**config.mk**
```make
export PLATFORM = sky130hd
export DESIGN_NAME = slice_index_set_builder
export DESIGN_NICKNAME = d
export VERILOG_FILES = /design/src/hw/rtl/sisb_pkg.sv /design/src/hw/rtl/sisb_ram.sv /design/src/hw/rtl/slice_index_set_builder.sv
export SDC_FILE = /design/constraint.sdc
export NUM_CORES = 1
export LEC_CHECK = 0
export BUFFER_PORTS_ARGS = -buffer_cell sky130_fd_sc_hd__buf_2
export CORE_MARGIN = 5
export CORE_UTILIZATION = 46
export DETAILED_ROUTE_END_ITERATION = 16
export PLACE_DENSITY = 0.6
export SETUP_SLACK_MARGIN = 0.02
export SYNTH_ARGS = -nofsm -noshare
export SYNTH_HDL_FRONTEND = slang
export SYNTH_SLANG_ARGS = --single-unit
```
**constraint.sdc**
```tcl
create_clock -name clk -period 8.82 [get_ports clk]
set_input_delay 1.323 -clock clk [delete_from_list [all_inputs] [get_ports clk]]
set_output_delay 1.323 -clock clk [all_outputs]
set_load 0.02 [all_outputs]
```
**src/hw/rtl/sisb_pkg.sv**
```systemverilog
// shared types and constants for the slice index set builder
`timescale 1ns / 1ps

package sisb_pkg;

  localparam int MAX_ELEMENTS_DEFAULT = 256;
  localparam int COUNT_W = 9;
  localparam int VALUE_W = 16;
  localparam int POS_W = 8;
  localparam int ACTION_W = 2;

  typedef enum logic [ACTION_W-1:0] {
    ACT_CLEAR  = 2'd0,
    ACT_SINGLE = 2'd1,
    ACT_RANGE  = 2'd2,
    ACT_FETCH  = 2'd3
  } action_t;

endpackage

```
**src/hw/rtl/sisb_ram.sv**
```systemverilog
// generic single-write, single-read ram with registered read data
`timescale 1ns / 1ps

module sisb_ram #(
  parameter int WIDTH = 1,
  parameter int DEPTH = 256
) (
  input  logic                     clk,
  input  logic                     wr_en,
  input  logic [$clog2(DEPTH)-1:0] wr_addr,
  input  logic [WIDTH-1:0]         wr_data,
  input  logic                     rd_en,
  input  logic [$clog2(DEPTH)-1:0] rd_addr,
  output logic [WIDTH-1:0]         rd_data
);

  logic [WIDTH-1:0] mem [DEPTH];

  always_ff @(posedge clk) begin
    if (wr_en) begin
      mem[wr_addr] <= wr_data;
    end
    if (rd_en) begin
      rd_data <= mem[rd_addr];
    end
  end

endmodule

```
**src/hw/rtl/slice_index_set_builder.sv**
```systemverilog
// top level: membership bitmap of selected positions, built from index terms
//
// channel   signals                                     direction
// item      item_valid item_stall action first_value     in
//           range_end step_value
// result    result_valid result_stall position found     out
// cfg       cfg_valid cfg_ready element_count            in
//
// a single add passes S_WRAP, S_CLAMP (which writes) and S_DONE; a range add passes
// the same states plus S_WALK, one write per position the walk visits
// (a range that marks only its start is written in S_CLAMP and skips S_WALK)
// fetch scans the bitmap in S_FETCH (one ram read a cycle), then passes S_DONE
// clear sweeps the bitmap ram, one entry a cycle, then passes S_DONE; after reset
// the same sweep runs with item_stall high. a waiting result sits in the output
// register; the next item is taken meanwhile and holds only at its own end until the result is taken
`timescale 1ns / 1ps

module slice_index_set_builder #(
  parameter int MAX_ELEMENTS = sisb_pkg::MAX_ELEMENTS_DEFAULT
) (
  input  logic                                clk,
  input  logic                                rst,
  input  logic                                item_valid,
  output logic                                item_stall,
  input  logic [sisb_pkg::ACTION_W-1:0]       action,
  input  logic signed [sisb_pkg::VALUE_W-1:0] first_value,
  input  logic signed [sisb_pkg::VALUE_W-1:0] range_end,
  input  logic signed [sisb_pkg::VALUE_W-1:0] step_value,
  output logic                                result_valid,
  input  logic                                result_stall,
  output logic [sisb_pkg::POS_W-1:0]          position,
  output logic                                found,
  input  logic                                cfg_valid,
  output logic                                cfg_ready,
  input  logic [sisb_pkg::COUNT_W-1:0]        element_count
);

  localparam int AW = $clog2(MAX_ELEMENTS);
  localparam int CW = $clog2(MAX_ELEMENTS + 1);
  localparam int NW = (CW > sisb_pkg::COUNT_W) ? CW : sisb_pkg::COUNT_W;
  localparam int WW = ((NW > sisb_pkg::VALUE_W) ? NW : sisb_pkg::VALUE_W) + 2;
  localparam logic signed [WW-1:0] OneS = WW'(1);
  localparam logic signed [WW-1:0] ZeroS = '0;

  typedef enum logic [6:0] {
    S_CLEAR = 7'b0000001,
    S_IDLE  = 7'b0000010,
    S_WRAP  = 7'b0000100,
    S_CLAMP = 7'b0001000,
    S_WALK  = 7'b0010000,
    S_FETCH = 7'b0100000,
    S_DONE  = 7'b1000000
  } state_t;

  state_t state;

  logic [sisb_pkg::COUNT_W-1:0] elem_count;
  sisb_pkg::action_t            act_reg;
  logic signed [sisb_pkg::VALUE_W-1:0] first_reg;
  logic signed [sisb_pkg::VALUE_W-1:0] end_reg;
  logic signed [sisb_pkg::VALUE_W-1:0] step_reg;

  logic [AW-1:0] clr_addr;
  logic          clr_item;
  logic [CW-1:0] cursor;
  logic [CW-1:0] scan_addr;
  logic [AW-1:0] chk_pos;
  logic          rd_pending;

  logic signed [WW-1:0] s_w;
  logic signed [WW-1:0] e_w;
  logic signed [WW-1:0] step_norm;
  logic signed [WW-1:0] walk_pos;
  logic signed [WW-1:0] walk_end;
  logic                 walk_up;

  logic [sisb_pkg::POS_W-1:0] res_pos;
  logic                       res_found;

  // combinational helpers
  logic [WW-1:0]        cnt_ext;
  logic [WW-1:0]        max_ext;
  logic signed [WW-1:0] n_s;
  logic signed [WW-1:0] first_ext;
  logic signed [WW-1:0] end_ext;
  logic signed [WW-1:0] step_ext;
  logic signed [WW-1:0] s_wrap;
  logic signed [WW-1:0] e_wrap;
  logic signed [WW-1:0] st_norm;
  logic signed [WW-1:0] cs;
  logic signed [WW-1:0] ce;
  logic                 skip;
  logic                 only_start;
  logic                 single_ok;
  logic signed [WW-1:0] walk_next;
  logic                 walk_more;

  logic          wr_en;
  logic [AW-1:0] wr_addr;
  logic          wr_data;
  logic          rd_en;
  logic          rd_data;

  assign cfg_ready  = 1'b1;
  assign item_stall = (state != S_IDLE);

  always_comb begin
    cnt_ext   = WW'(elem_count);
    max_ext   = WW'(MAX_ELEMENTS);
    n_s       = signed'((cnt_ext > max_ext) ? max_ext : cnt_ext);
    first_ext = WW'(first_reg);
    end_ext   = WW'(end_reg);
    step_ext  = WW'(step_reg);

    s_wrap = (first_ext < ZeroS) ? first_ext + n_s : first_ext;
    e_wrap = (end_ext < ZeroS) ? end_ext + n_s : end_ext;
    if (step_ext > ZeroS) begin
      st_norm = step_ext;
    end else if ((-step_ext) < n_s) begin
      st_norm = step_ext + n_s;
    end else begin
      st_norm = OneS;
    end

    skip = (n_s == ZeroS) || ((s_w < ZeroS) && (e_w < ZeroS)) ||
           ((s_w >= n_s) && (e_w >= n_s));
    cs = (s_w >= n_s) ? n_s - OneS : ((s_w < ZeroS) ? ZeroS : s_w);
    ce = (e_w >= n_s) ? n_s - OneS : ((e_w < ZeroS) ? ZeroS : e_w);
    only_start = (cs == ce) || (step_ext >= n_s);
    single_ok  = (s_w >= ZeroS) && (s_w < n_s);

    // shared step adder for the walk
    walk_next = walk_up ? walk_pos + step_norm : walk_pos - step_norm;
    walk_more = walk_up ? (walk_next <= walk_end) : (walk_next >= walk_end);
  end

  // ram port selection
  always_comb begin
    wr_en   = 1'b0;
    wr_addr = clr_addr;
    wr_data = 1'b0;
    rd_en   = 1'b0;
    unique case (state)
      S_CLEAR: begin
        wr_en = 1'b1;
      end
      S_CLAMP: begin
        if (act_reg == sisb_pkg::ACT_SINGLE) begin
          wr_en = single_ok;
        end else begin
          wr_en = !skip && only_start;
        end
        wr_addr = (act_reg == sisb_pkg::ACT_SINGLE) ? s_w[AW-1:0] : cs[AW-1:0];
        wr_data = 1'b1;
      end
      S_WALK: begin
        wr_en   = 1'b1;
        wr_addr = walk_pos[AW-1:0];
        wr_data = 1'b1;
      end
      S_FETCH: begin
        rd_en = !(rd_pending && rd_data) && (scan_addr != CW'(MAX_ELEMENTS));
      end
      S_IDLE, S_WRAP, S_DONE: begin
      end
      default: begin
      end
    endcase
  end

  sisb_ram #(
    .WIDTH(1),
    .DEPTH(MAX_ELEMENTS)
  ) u_map (
    .clk    (clk),
    .wr_en  (wr_en),
    .wr_addr(wr_addr),
    .wr_data(wr_data),
    .rd_en  (rd_en),
    .rd_addr(scan_addr[AW-1:0]),
    .rd_data(rd_data)
  );

  always_ff @(posedge clk) begin
    if (rst) begin
      state        <= S_CLEAR;
      clr_addr     <= '0;
      clr_item     <= 1'b0;
      cursor       <= '0;
      rd_pending   <= 1'b0;
      result_valid <= 1'b0;
      elem_count   <= '0;
    end else begin
      if (cfg_valid && cfg_ready) begin
        elem_count <= element_count;
      end
      // in S_DONE the output register is reloaded below instead
      if (result_valid && !result_stall && state != S_DONE) begin
        result_valid <= 1'b0;
      end

      unique case (state)
        S_CLEAR: begin
          if (clr_addr == AW'(MAX_ELEMENTS - 1)) begin
            state    <= clr_item ? S_DONE : S_IDLE;
            clr_item <= 1'b0;
          end else begin
            clr_addr <= clr_addr + AW'(1);
          end
        end
        S_IDLE: begin
          if (item_valid) begin
            act_reg   <= sisb_pkg::action_t'(action);
            first_reg <= first_value;
            end_reg   <= range_end;
            step_reg  <= step_value;
            res_pos   <= '0;
            res_found <= 1'b0;
            case (sisb_pkg::action_t'(action))
              sisb_pkg::ACT_CLEAR: begin
                state    <= S_CLEAR;
                clr_addr <= '0;
                clr_item <= 1'b1;
                cursor   <= '0;
              end
              sisb_pkg::ACT_FETCH: begin
                state      <= S_FETCH;
                scan_addr  <= cursor;
                rd_pending <= 1'b0;
              end
              default: begin
                state <= S_WRAP;
              end
            endcase
          end
        end
        S_WRAP: begin
          s_w       <= s_wrap;
          e_w       <= e_wrap;
          step_norm <= st_norm;
          state     <= S_CLAMP;
        end
        S_CLAMP: begin
          if (act_reg == sisb_pkg::ACT_SINGLE || skip || only_start) begin
            state <= S_DONE;
          end else begin
            walk_pos <= cs;
            walk_end <= ce;
            walk_up  <= (ce > cs);
            state    <= S_WALK;
          end
        end
        S_WALK: begin
          walk_pos <= walk_next;
          if (!walk_more) begin
            state <= S_DONE;
          end
        end
        S_FETCH: begin
          if (rd_pending && rd_data) begin
            res_pos    <= sisb_pkg::POS_W'(chk_pos);
            res_found  <= 1'b1;
            cursor     <= CW'(chk_pos) + CW'(1);
            rd_pending <= 1'b0;
            state      <= S_DONE;
          end else if (scan_addr == CW'(MAX_ELEMENTS)) begin
            rd_pending <= 1'b0;
            state      <= S_DONE;
          end else begin
            chk_pos    <= scan_addr[AW-1:0];
            rd_pending <= 1'b1;
            scan_addr  <= scan_addr + CW'(1);
          end
        end
        S_DONE: begin
          // wait here only while the previous result is still held
          if (!result_valid || !result_stall) begin
            position     <= res_pos;
            found        <= res_found;
            result_valid <= 1'b1;
            state        <= S_IDLE;
          end
        end
        default: begin
          state <= S_IDLE;
        end
      endcase
    end
  end

endmodule

```
* Word level (Yosys, flattened, before mapping) *
Memories as Yosys holds them, arrays and structs flattened. A register that Yosys moved wholly into a read port is not among the register bits.
Index checks and enable logic that the tools add are counted.

operators by class
  add/sub/neg operators = 10
  shifts and indexed selects = 0
  $lt $le $gt $ge = 15
  multiply operators = 0
  div/mod/pow operators = 0
  mux-type cells = 62
  equal/unequal tests = 27
  bitwise logic cells = 4
  reductions and logical operators = 38

operators by type and width
  kind                                                   number
  2-to-1 mux 18 bit                                      10
  2-to-1 mux 9 bit                                       8
  2-to-1 mux 7 bit                                       8
  adder 16 x 10 -> 17 bit                                3
  one-hot mux 7 bit (7 select lines)                     1
  2-to-1 mux 8 bit                                       6
  one-hot mux 8 bit (2 select lines)                     3
  >= comparator 18 x 10 -> 1 bit                         2
  < comparator 18 x 1 -> 1 bit (second input constant)   2
  < comparator 18 x 10 -> 1 bit                          2
  one-hot mux 18 bit (2 select lines)                    1
  one-hot mux 9 bit (2 select lines)                     2
  < comparator 16 x 1 -> 1 bit (second input constant)   2
  inequality test 2 bit (second input constant)          11
  AND reduction 4 bit                                    5
  adder 18 bit                                           1
  equality test 18 bit                                   1
  >= comparator 18 x 1 -> 1 bit (second input constant)  1
  >= comparator 18 bit                                   1
  > comparator 18 bit                                    1
  less-or-equal comparator 18 bit                        1
  logical NOT 18 bit                                     1
  2-to-1 mux 1 bit                                       18
  negator 16 -> 18 bit                                   1
  other kinds (36)                                       64

word-level totals
  word-level logic and storage cells = 180
  flip-flop bits (word level) = 212
  input bits = 64
  memories kept = 1
  latch bits = 0
  bits in writable memories = 256
  memory bits (read-only) = 0

memory list
  name       words  bits a word  read ports  clocked after Yosys merged registers in  write ports  RTL line        source
  u_map.mem  256    1            1           1                                        1            sisb_ram.sv:17  logic [WIDTH-1:0] mem [DEPTH];

* Logic depth before layout (Yosys ltp) *
Gate-level depths: netlist (run 1).

  word-level depth = 11
  depth in mapped cells = 29
  mapped depth without buffers = 24

* By module *
Synthesis (run 1) repeated with hierarchy kept, for this count alone.

unflattened totals
  cells, all modules = 2,073
  area, all modules = 24,258.3 um^2

by module, submodules not included
  module                   area an instance (um^2)  instances  cells each
  slice_index_set_builder  13,120.1                 1          1,285
  sisb_ram                 11,138.2                 1          788

* Least setup slack after synthesis (run 1) *
OpenSTA, ideal clock, no wires.

  kind = input -> register
  start = input rst
  end = register e_w[0], enable pin
  library setup time = 0.605 ns
  path slack = 1.198 ns
  stages on the path = 3
  data arrival time = 7.018 ns
  cells stage by stage = clkbuf_1 -> clkbuf_1 -> nor4b_1

on the way
  word-level cells in the longest chain between the ends = 2

ends and longest elaborated chain
  item                           RTL line                        source
  start: declaration             slice_index_set_builder.sv:22   input logic rst,
  NOT 1 bit (no line)            --
  AND reduction 2 bit (no line)  --
  end signal: assignment         slice_index_set_builder.sv:239  e_w <= e_wrap;
  end: declaration               slice_index_set_builder.sv:71   logic signed [WW-1:0] e_w;

Every way passes these cells.
A chain may end at the register's enable or synchronous reset.

* Worst setup path after layout (run 1) *
  start = register elem_count[8] (netlist name)
  end = memory u_map.mem[202], enable pin

on the way
  word-level cells in the longest chain between the ends = 11

ends and longest elaborated chain
  item                                                          RTL line                                                        source
  start: declaration                                            slice_index_set_builder.sv:57                                   logic [sisb_pkg::COUNT_W-1:0] elem_count;
  start signal: assignment                                      slice_index_set_builder.sv:195                                  elem_count <= element_count;
  > comparator 9 bit                                            slice_index_set_builder.sv:110                                  n_s = signed'((cnt_ext > max_ext) ? max_ext : cnt_ext);
  2-to-1 mux 9 bit *                                            slice_index_set_builder.sv:110
  >= comparator 18 x 10 -> 1 bit, or another cell as far along  slice_index_set_builder.sv:126, slice_index_set_builder.sv:127
  2-to-1 mux 18 bit, or another cell as far along               slice_index_set_builder.sv:127                                  cs = (s_w >= n_s) ? n_s - OneS : ((s_w < ZeroS) ? ZeroS : s_w);
  equality test 18 bit or logical OR 1 bit (tied branches)      slice_index_set_builder.sv:129, slice_index_set_builder.sv:125
  logical OR 1 bit or logical NOT 1 bit (tied branches)         slice_index_set_builder.sv:129, slice_index_set_builder.sv:151
  logical AND 1 bit                                             slice_index_set_builder.sv:151                                  wr_en = !skip && only_start;
  2-to-1 mux 1 bit                                              slice_index_set_builder.sv:148                                  if (act_reg == sisb_pkg::ACT_SINGLE) begin
  one-hot mux 1 bit (2 select lines)                            slice_index_set_builder.sv:143                                  unique case (state)
  2-to-1 mux 1 bit                                              sisb_ram.sv:20                                                  if (wr_en) begin
  2-to-1 mux 1 bit (not written as such)                        sisb_ram.sv:21                                                  mem[wr_addr] <= wr_data;
  end: declaration                                              sisb_ram.sv:17

Mark *: on every way between the ends. The rest lies on a longest branch, timed or not.

==> results of run 1 <==
-- layout by cell type, fill, tap and decap left out, types with 7 or more instances in the layout --
cell type,Yosys,routed
buf_2,11,74
nand4_1,18,18
nor3_1,50,49
a21oi_1,105,105
o31ai_1,14,14
mux4_2,78,78
clkbuf_16,0,51
ha_1,125,125
nand3_2,10,10
o21bai_1,7,7
and2_1,15,15
xnor2_1,65,65
clkinv_2,0,10
edfxtp_1,429,429
nor2b_1,25,25
a21boi_0,8,8
or4_1,8,8
a211oi_1,12,12
or3_1,16,16
inv_1,78,77
o21a_1,17,17
mux2i_1,19,19
o21ai_0,47,47
a31oi_1,19,19
nand2_1,120,120
mux2_2,23,23
nand3_1,46,46
nor4_1,9,9
xor2_1,38,38
a21o_1,26,26
buf_4,2,16
clkbuf_1,77,11
dfxtp_1,36,36
nand2b_1,13,13
nor2_1,405,404
-- per-layer routing --
| metal | part of all wire | wire length (um) | track usage |
|---|---|---|---|
| met5 | 0 | 0 | 0 |
| met4 | 0.020 | 1270 | 0.0494 |
| met3 | 0.069 | 4230 | 0.0341 |
| met2 | 0.46 | 28300 | 0.335 |
| met1 | 0.45 | 27900 | 0.312 |
-- worst reg2reg max path: stages, from the launching register on --
cell and delay [ns]:
dfxtp_1 0.64, inv_1 0.32, nand2_1 0.16, ha_1 0.27
nor2b_1 0.15, o21a_1 0.16, o21a_1 0.16, o21a_1 0.16
o21a_1 0.16, o21ai_0 0.16, a21oi_1 0.09, nor3_1 0.19
ha_1 0.32, a21oi_1 0.53, buf_4 0.28, nor2_1 0.14
a21oi_1 0.46, ha_1 0.23, nand4_1 0.11, nor4_1 0.46
nand3_1 0.21, a211oi_1 0.20, mux2i_1 0.16, o31ai_4 0.69
nand3_1 0.67, nor2_1 0.33
-- kinds of logic (layout without fill, tap and decap cells) --
group,count (synthesis),after routing,synth area share
adders and majority gates,131,131,0.0678
and+or+nand+nor,764,764,0.140
muxes,120,120,0.0898
xor gates and xnor gates,103,103,0.0367
buffers and inverters,174,261,0.0275
AOI/OAI and AO/OA,317,317,0.0841
DFF,465,465,0.554
other,1,1,0.000153
-- cell usage after synthesis (4+ instances only) --
| cell | count | area [um2] |
|---|---|---|
| mux2i_1 | 19 | 190 |
| o21bai_1 | 7 | 52.6 |
| a21oi_1 | 105 | 526 |
| o22ai_1 | 5 | 31.3 |
| or3_1 | 16 | 100 |
| nor4_1 | 9 | 56.3 |
| edfxtp_1 | 429 | 12900 |
| dfxtp_1 | 36 | 721 |
| nand2_1 | 120 | 450 |
| a31oi_1 | 19 | 119 |
| nor2_1 | 405 | 1520 |
| o211ai_1 | 5 | 37.5 |
| a21o_1 | 26 | 195 |
| a2bb2oi_1 | 6 | 52.6 |
| inv_1 | 78 | 293 |
| mux2_2 | 23 | 259 |
| nand3_2 | 10 | 100 |
| buf_1 | 6 | 22.5 |
| nand2b_1 | 13 | 81.3 |
| buf_2 | 11 | 55.1 |
| xor2_1 | 38 | 333 |
| a21boi_0 | 8 | 60.1 |
| or2_2 | 5 | 31.3 |
| and3_1 | 5 | 31.3 |
| nand3_1 | 46 | 230 |
| o311ai_0 | 5 | 43.8 |
| or4_1 | 8 | 60.1 |
| ha_1 | 125 | 1560 |
| and2_1 | 15 | 93.8 |
| fa_1 | 4 | 80.1 |
| o21ai_0 | 47 | 235 |
| a41oi_1 | 6 | 52.6 |
| nand4_1 | 18 | 113 |
| mux4_2 | 78 | 1760 |
| xnor2_1 | 65 | 569 |
| clkbuf_1 | 77 | 289 |
| o31a_1 | 5 | 43.8 |
| nor3_1 | 50 | 250 |
| nor2b_1 | 25 | 156 |
| a211oi_1 | 12 | 90.1 |
| nor3b_1 | 4 | 30.0 |
| o31ai_1 | 14 | 105 |
| o21a_1 | 17 | 128 |
-- cell type report --
class                      instances  area, um2
multi-input combinational       1436      10300
sequential                       465      13600
timing repair buffer              90        490
clock inverter                    25        299
tap                              688        861
clock buffer                      68       1400
fill                            4693      25500
inverter                          78        298
-- worst paths after layout --
path	slack, ns	to
max	1.12	u_map.mem[202]
min	0.40	found
max reg2reg	1.12	u_map.mem[202]
min reg2reg	0.40	found
-- power groups by stage --
| stage | logic (mW) | registers [mW] | clock network, mW |
|---|---|---|---|
| after global routing | 0.384 | 2.42 | 2.29 |
| after floorplan | 0.224 | 2.45 | 0 |
| after detailed placement | 0.345 | 2.46 | 0 |
| final | 0.350 | 2.41 | 2.15 |
| after CTS | 0.347 | 2.41 | 2.20 |
| after global placement | 0.339 | 2.46 | 0 |
-- metrics by stage --
step | instances | hold WS, ns | utilization | area (um2) | setup WS (ns)
floorplan | 2075 | 0.400 | - | 24600 | 1.20
global placement | 2757 | 0.404 | 0.484 | 25600 | 1.48
detailed placement | 2757 | 0.407 | 0.484 | 25600 | 1.24
CTS | 2850 | 0.408 | 0.517 | 27300 | 1.23
global route | 2850 | 0.413 | 0.517 | 27300 | 0.665
finish | 2850 | 0.404 | 0.517 | 27300 | 1.12
==> metrics, run 1 <==
outcome finished, final reports clean; Hold Path Cell Cnt 0; Pint 3.77 mW; Critical-path top delay cell o31ai_4; Final period util 0.873; clock latency on the worst-skew pair 0.62 ns; type of origin of the critical path flip-flop; Slew Limit Fails 0; Die H 241 um; Max Fclk 130 MHz; P_leak 9.79 nW; #FFs+latches synth 465; Tot GR Track Use 0.212; Slew Limit Headroom 0.193; Initial Utilization 0.465; syn avg cell area 11.8 um2; CTS tree done; dpl hpwl 41.6 mm; Setup Viol. Count Final 0; Worst-path clk slew 0.06 ns; Least-Margin Pin Slew 1.21 ns; clk root buf clkbuf_16; nets 2314; number of global-route vias before repair 16.7k; Worst IR Drop VDD 0.140 mV; ys flop type edfxtp_1; synthesized netlist cell count 2075; drt pass-1 iters 5; largest reg by FF count u_map.mem; mapped cell area 0.0246 mm2; Post-CTS Setup Inserts 0; crit end category flip-flop; FF-to-FF path depth 25; Post-Syn Nets 2268; Syn-to-layout area delta 11.0%; DRT iter0 DRCs 1517; wire per inst 21.7 um; antenna cells 0; vias per cell 5.81; first-pass GRT wire length 96.0 mm; CP top delay family compound AO/OA/AOI/OAI gates; Unique masters post-synth 78; TNS Setup 0 ns; Hold Buf Count CTS 0; Comb pwr share 0.071; final worst clock skew 0.0418 ns; CP max stage delay 0.69 ns; die area 0.0581 mm2; Buffers & Inverters on Critical Path 2; Post-route DRC 0; Final Hold Vio Count 0; Reg power frac 0.491; share of layout cells above drive strength 1 0.137; number of routed nets with antenna violations 0; EDFF count, synth 429; CP Data Arrival Time 8.00 ns; core area 0.0528 mm2; die width 241 um; switching share of power 0.232; RSZ-0062 raised after global routing no; ys async rst share 0; H-Tree Depth 2; largest net degree at the start of global routing 174; MaxCap Viol Count 0; Largest register FFs 256; hold_sp res_found; clk buf depth 3; via count 16.6k; power after layout 4.92 mW; Std-Cell Rows 84; IO Port Bufs 74; most used cell, CP o21a_1; Final Critical Period 7.70 ns; RR Startpoint elem_count[8]; placer congestion estimate 0.939; gr ovfl total 0; Worst Path Max Fanout 16; clock share of power 0.438; Top Registers u_map.mem: 256 flops, walk_pos: 18 flops; final WL 61.7 mm; CTS resizes 0; clock sink total 465; Setup CP Type reg -> reg; cell count along the critical path 25; Critical Path Start elem_count[8]; initial antenna violation count 0; synth warn 0; Psw 1.14 mW; sequential area share after synthesis 0.554; Worst Path Required 9.12 ns; CTS buffer count 50; IO Pins 76; worst min-delay path class reg -> reg; Power Density 180 mW/mm2
No activity file was read; power rests on OpenSTA's default activity.
==> run 2: changes to the inputs <==
--- a/config.mk
+++ b/config.mk
@@ -7,9 +7,9 @@
 export LEC_CHECK = 0
 export BUFFER_PORTS_ARGS = -buffer_cell sky130_fd_sc_hd__buf_2
 export CORE_MARGIN = 5
-export CORE_UTILIZATION = 46
+export CORE_UTILIZATION = 45
 export DETAILED_ROUTE_END_ITERATION = 16
-export PLACE_DENSITY = 0.6
+export PLACE_DENSITY = 0.59
 export SETUP_SLACK_MARGIN = 0.02
 export SYNTH_ARGS = -nofsm -noshare
 export SYNTH_HDL_FRONTEND = slang
==> constraint.sdc (replaced) <==
create_clock -name clk -period 9.7 [get_ports clk]
set_input_delay 1.455 -clock clk [delete_from_list [all_inputs] [get_ports clk]]
set_output_delay 1.455 -clock clk [all_outputs]
set_load 0.02 [all_outputs]
==> metrics, run 2 (same netlist as run 1, synthesis figures left out) <==
outcome finished, final reports clean; largest reg by FF count u_map.mem; clk root buf clkbuf_16; core area 0.0539 mm2; Worst Path Required 10.01 ns; die width 244 um; Largest register FFs 256; clock sink total 465; Worst Path Max Fanout 17; final WL 62.2 mm; first-pass GRT wire length 95.6 mm; CP Data Arrival Time 8.66 ns; commonest non-fill, non-tap cells in the layout 429 x edfxtp_1, 404 x nor2_1, 125 x ha_1; die area 0.0593 mm2; Slew Limit Headroom 0.185; RSZ-0062 raised after global routing no; Slew Limit Fails 0; Tot GR Track Use 0.206; type of origin of the critical path flip-flop; met1 Track Usage GR 0.301; TNS Setup 0 ns; CTS buffer count 50; Hold Buf Count CTS 0; Std-Cell Rows 85; fillers 4631; Setup CP Type reg -> reg; Initial Utilization 0.455; crit end category flip-flop; gr ovfl total 0; drt pass-1 iters 5; Top Usage Layer GRT met2; Worst IR Drop VDD 0.125 mV; number of global-route vias before repair 16.1k; H-Tree Depth 2; Least-Margin Pin Slew 1.22 ns; DRT iter0 DRCs 1540; MaxCap Viol Count 0; initial antenna violation count 1; worst min-delay path class reg -> reg; Post-route DRC 0; share of layout cells above drive strength 1 0.136; IO Port Bufs 74; M2 GR Usage 0.327; Top Registers u_map.mem: 256 flops, walk_pos: 18 flops; Syn-to-layout area delta 11.3%; sequential cell area 0.0136 mm2; Post-CTS Setup Inserts 0; placer congestion estimate 0.914; Die H 244 um; most common cell after layout, fill and taps aside edfxtp_1; nets 2312; final worst clock skew 0.0349 ns; Final period util 0.862; P_leak 9.80 nW; hold slack final 0.419 ns; vias per cell 5.75; clk buf depth 3; IO Pins 76; Final Hold Vio Count 0; clock latency on the worst-skew pair 0.61 ns; CTS tree done; CP max stage delay 0.95 ns; Worst-path clk slew 0.06 ns; Critical-path top delay cell a21oi_1; wire per inst 21.8 um; largest net degree at the start of global routing 131; Final Critical Period 8.36 ns; Power Density 167 mW/mm2; CTS resizes 0; most used cell, CP o21a_1; dpl hpwl 41.5 mm; Max Fclk 120 MHz; critical-path cell list inv_1, nand2_1, ha_1, nor2b_1, o21a_1, o21a_1, o21a_1, o21a_1, o21ai_0, a21oi_1, nor3_1, ha_1, a21oi_1, nor2_1, a21oi_1, ha_1, nand4_1, nor4_1, nand3_1, a211oi_1, mux2i_1, o31ai_4, nand3_1, nor2_1; via count 16.4k; met3 track demand over resource 0.0285; Setup Viol. Count Final 0; area of the multi-input gates 0.0103 mm2; number of routed nets with antenna violations 0
==> run 2: path summary, 6_finish.rpt <==
check	slack [ns]	to	cells past startpoint	startpoint
worst min-delay path	0.42	position[2]	0	res_pos[2]
worst min register to register	0.42	position[2]	0	res_pos[2]
worst max register to register	1.34	u_map.mem[3]	24	elem_count[8]
worst max-delay path	1.34	u_map.mem[3]	24	elem_count[8]
==> run 2: routing by layer <==
metal | part of all wire | vias up | routed length, um
met1 | 0.46 | 8105 | 28700
met4 | 0.021 | 0 | 1330
met3 | 0.059 | 103 | 3670
met2 | 0.46 | 482 | 28600
li1 | - | 7734 | -
met5 | 0 | - | 0
==> run 2: area by class of cell <==
cell class,instances,area share
Clock buffer,64,0.0500
Tap cell,696,0.0319
Timing Repair Buffer,88,0.0179
Clock inverter,26,0.0146
Sequential cell,465,0.498
Antenna cell,1,0.0000916
Inverter,78,0.0109
Multi-Input combinational cell,1436,0.377
==> run 2: worst max-delay path: cells and delay by family (launching register included) <==
family,cells,cell delay [ns]
AO/OA/AOI/OAI,10,3.18
AND/OR/NAND/NOR,9,2.94
adder cells (fa/ha/maj),3,0.86
flip-flops,1,0.59
buffers and inverters,1,0.29
multiplexers,1,0.16
==> run 2: stage by stage <==
step                      utilization  std cells  cell area (um2)  setup WS [ns]  power, mW
after floorplan                     -       2075            24600           1.95       2.43
after global placement          0.474       2763            25600           1.85       2.54
after CTS                       0.507       2853            27300           1.45       4.60
final                           0.507       2854            27300           1.34       4.55
after global routing            0.507       2853            27300          0.738       4.72
after detailed placement        0.474       2763            25600           1.48       2.55
==> run 2: where the power goes <==
part           total, mW  switching [mW]  internal, mW  leakage (nW)
clock               2.04           0.806          1.24         0.859
sequential          2.20          0.0164          2.18          4.50
combinational      0.314           0.215        0.0983          4.44
total               4.55            1.04          3.52          9.80
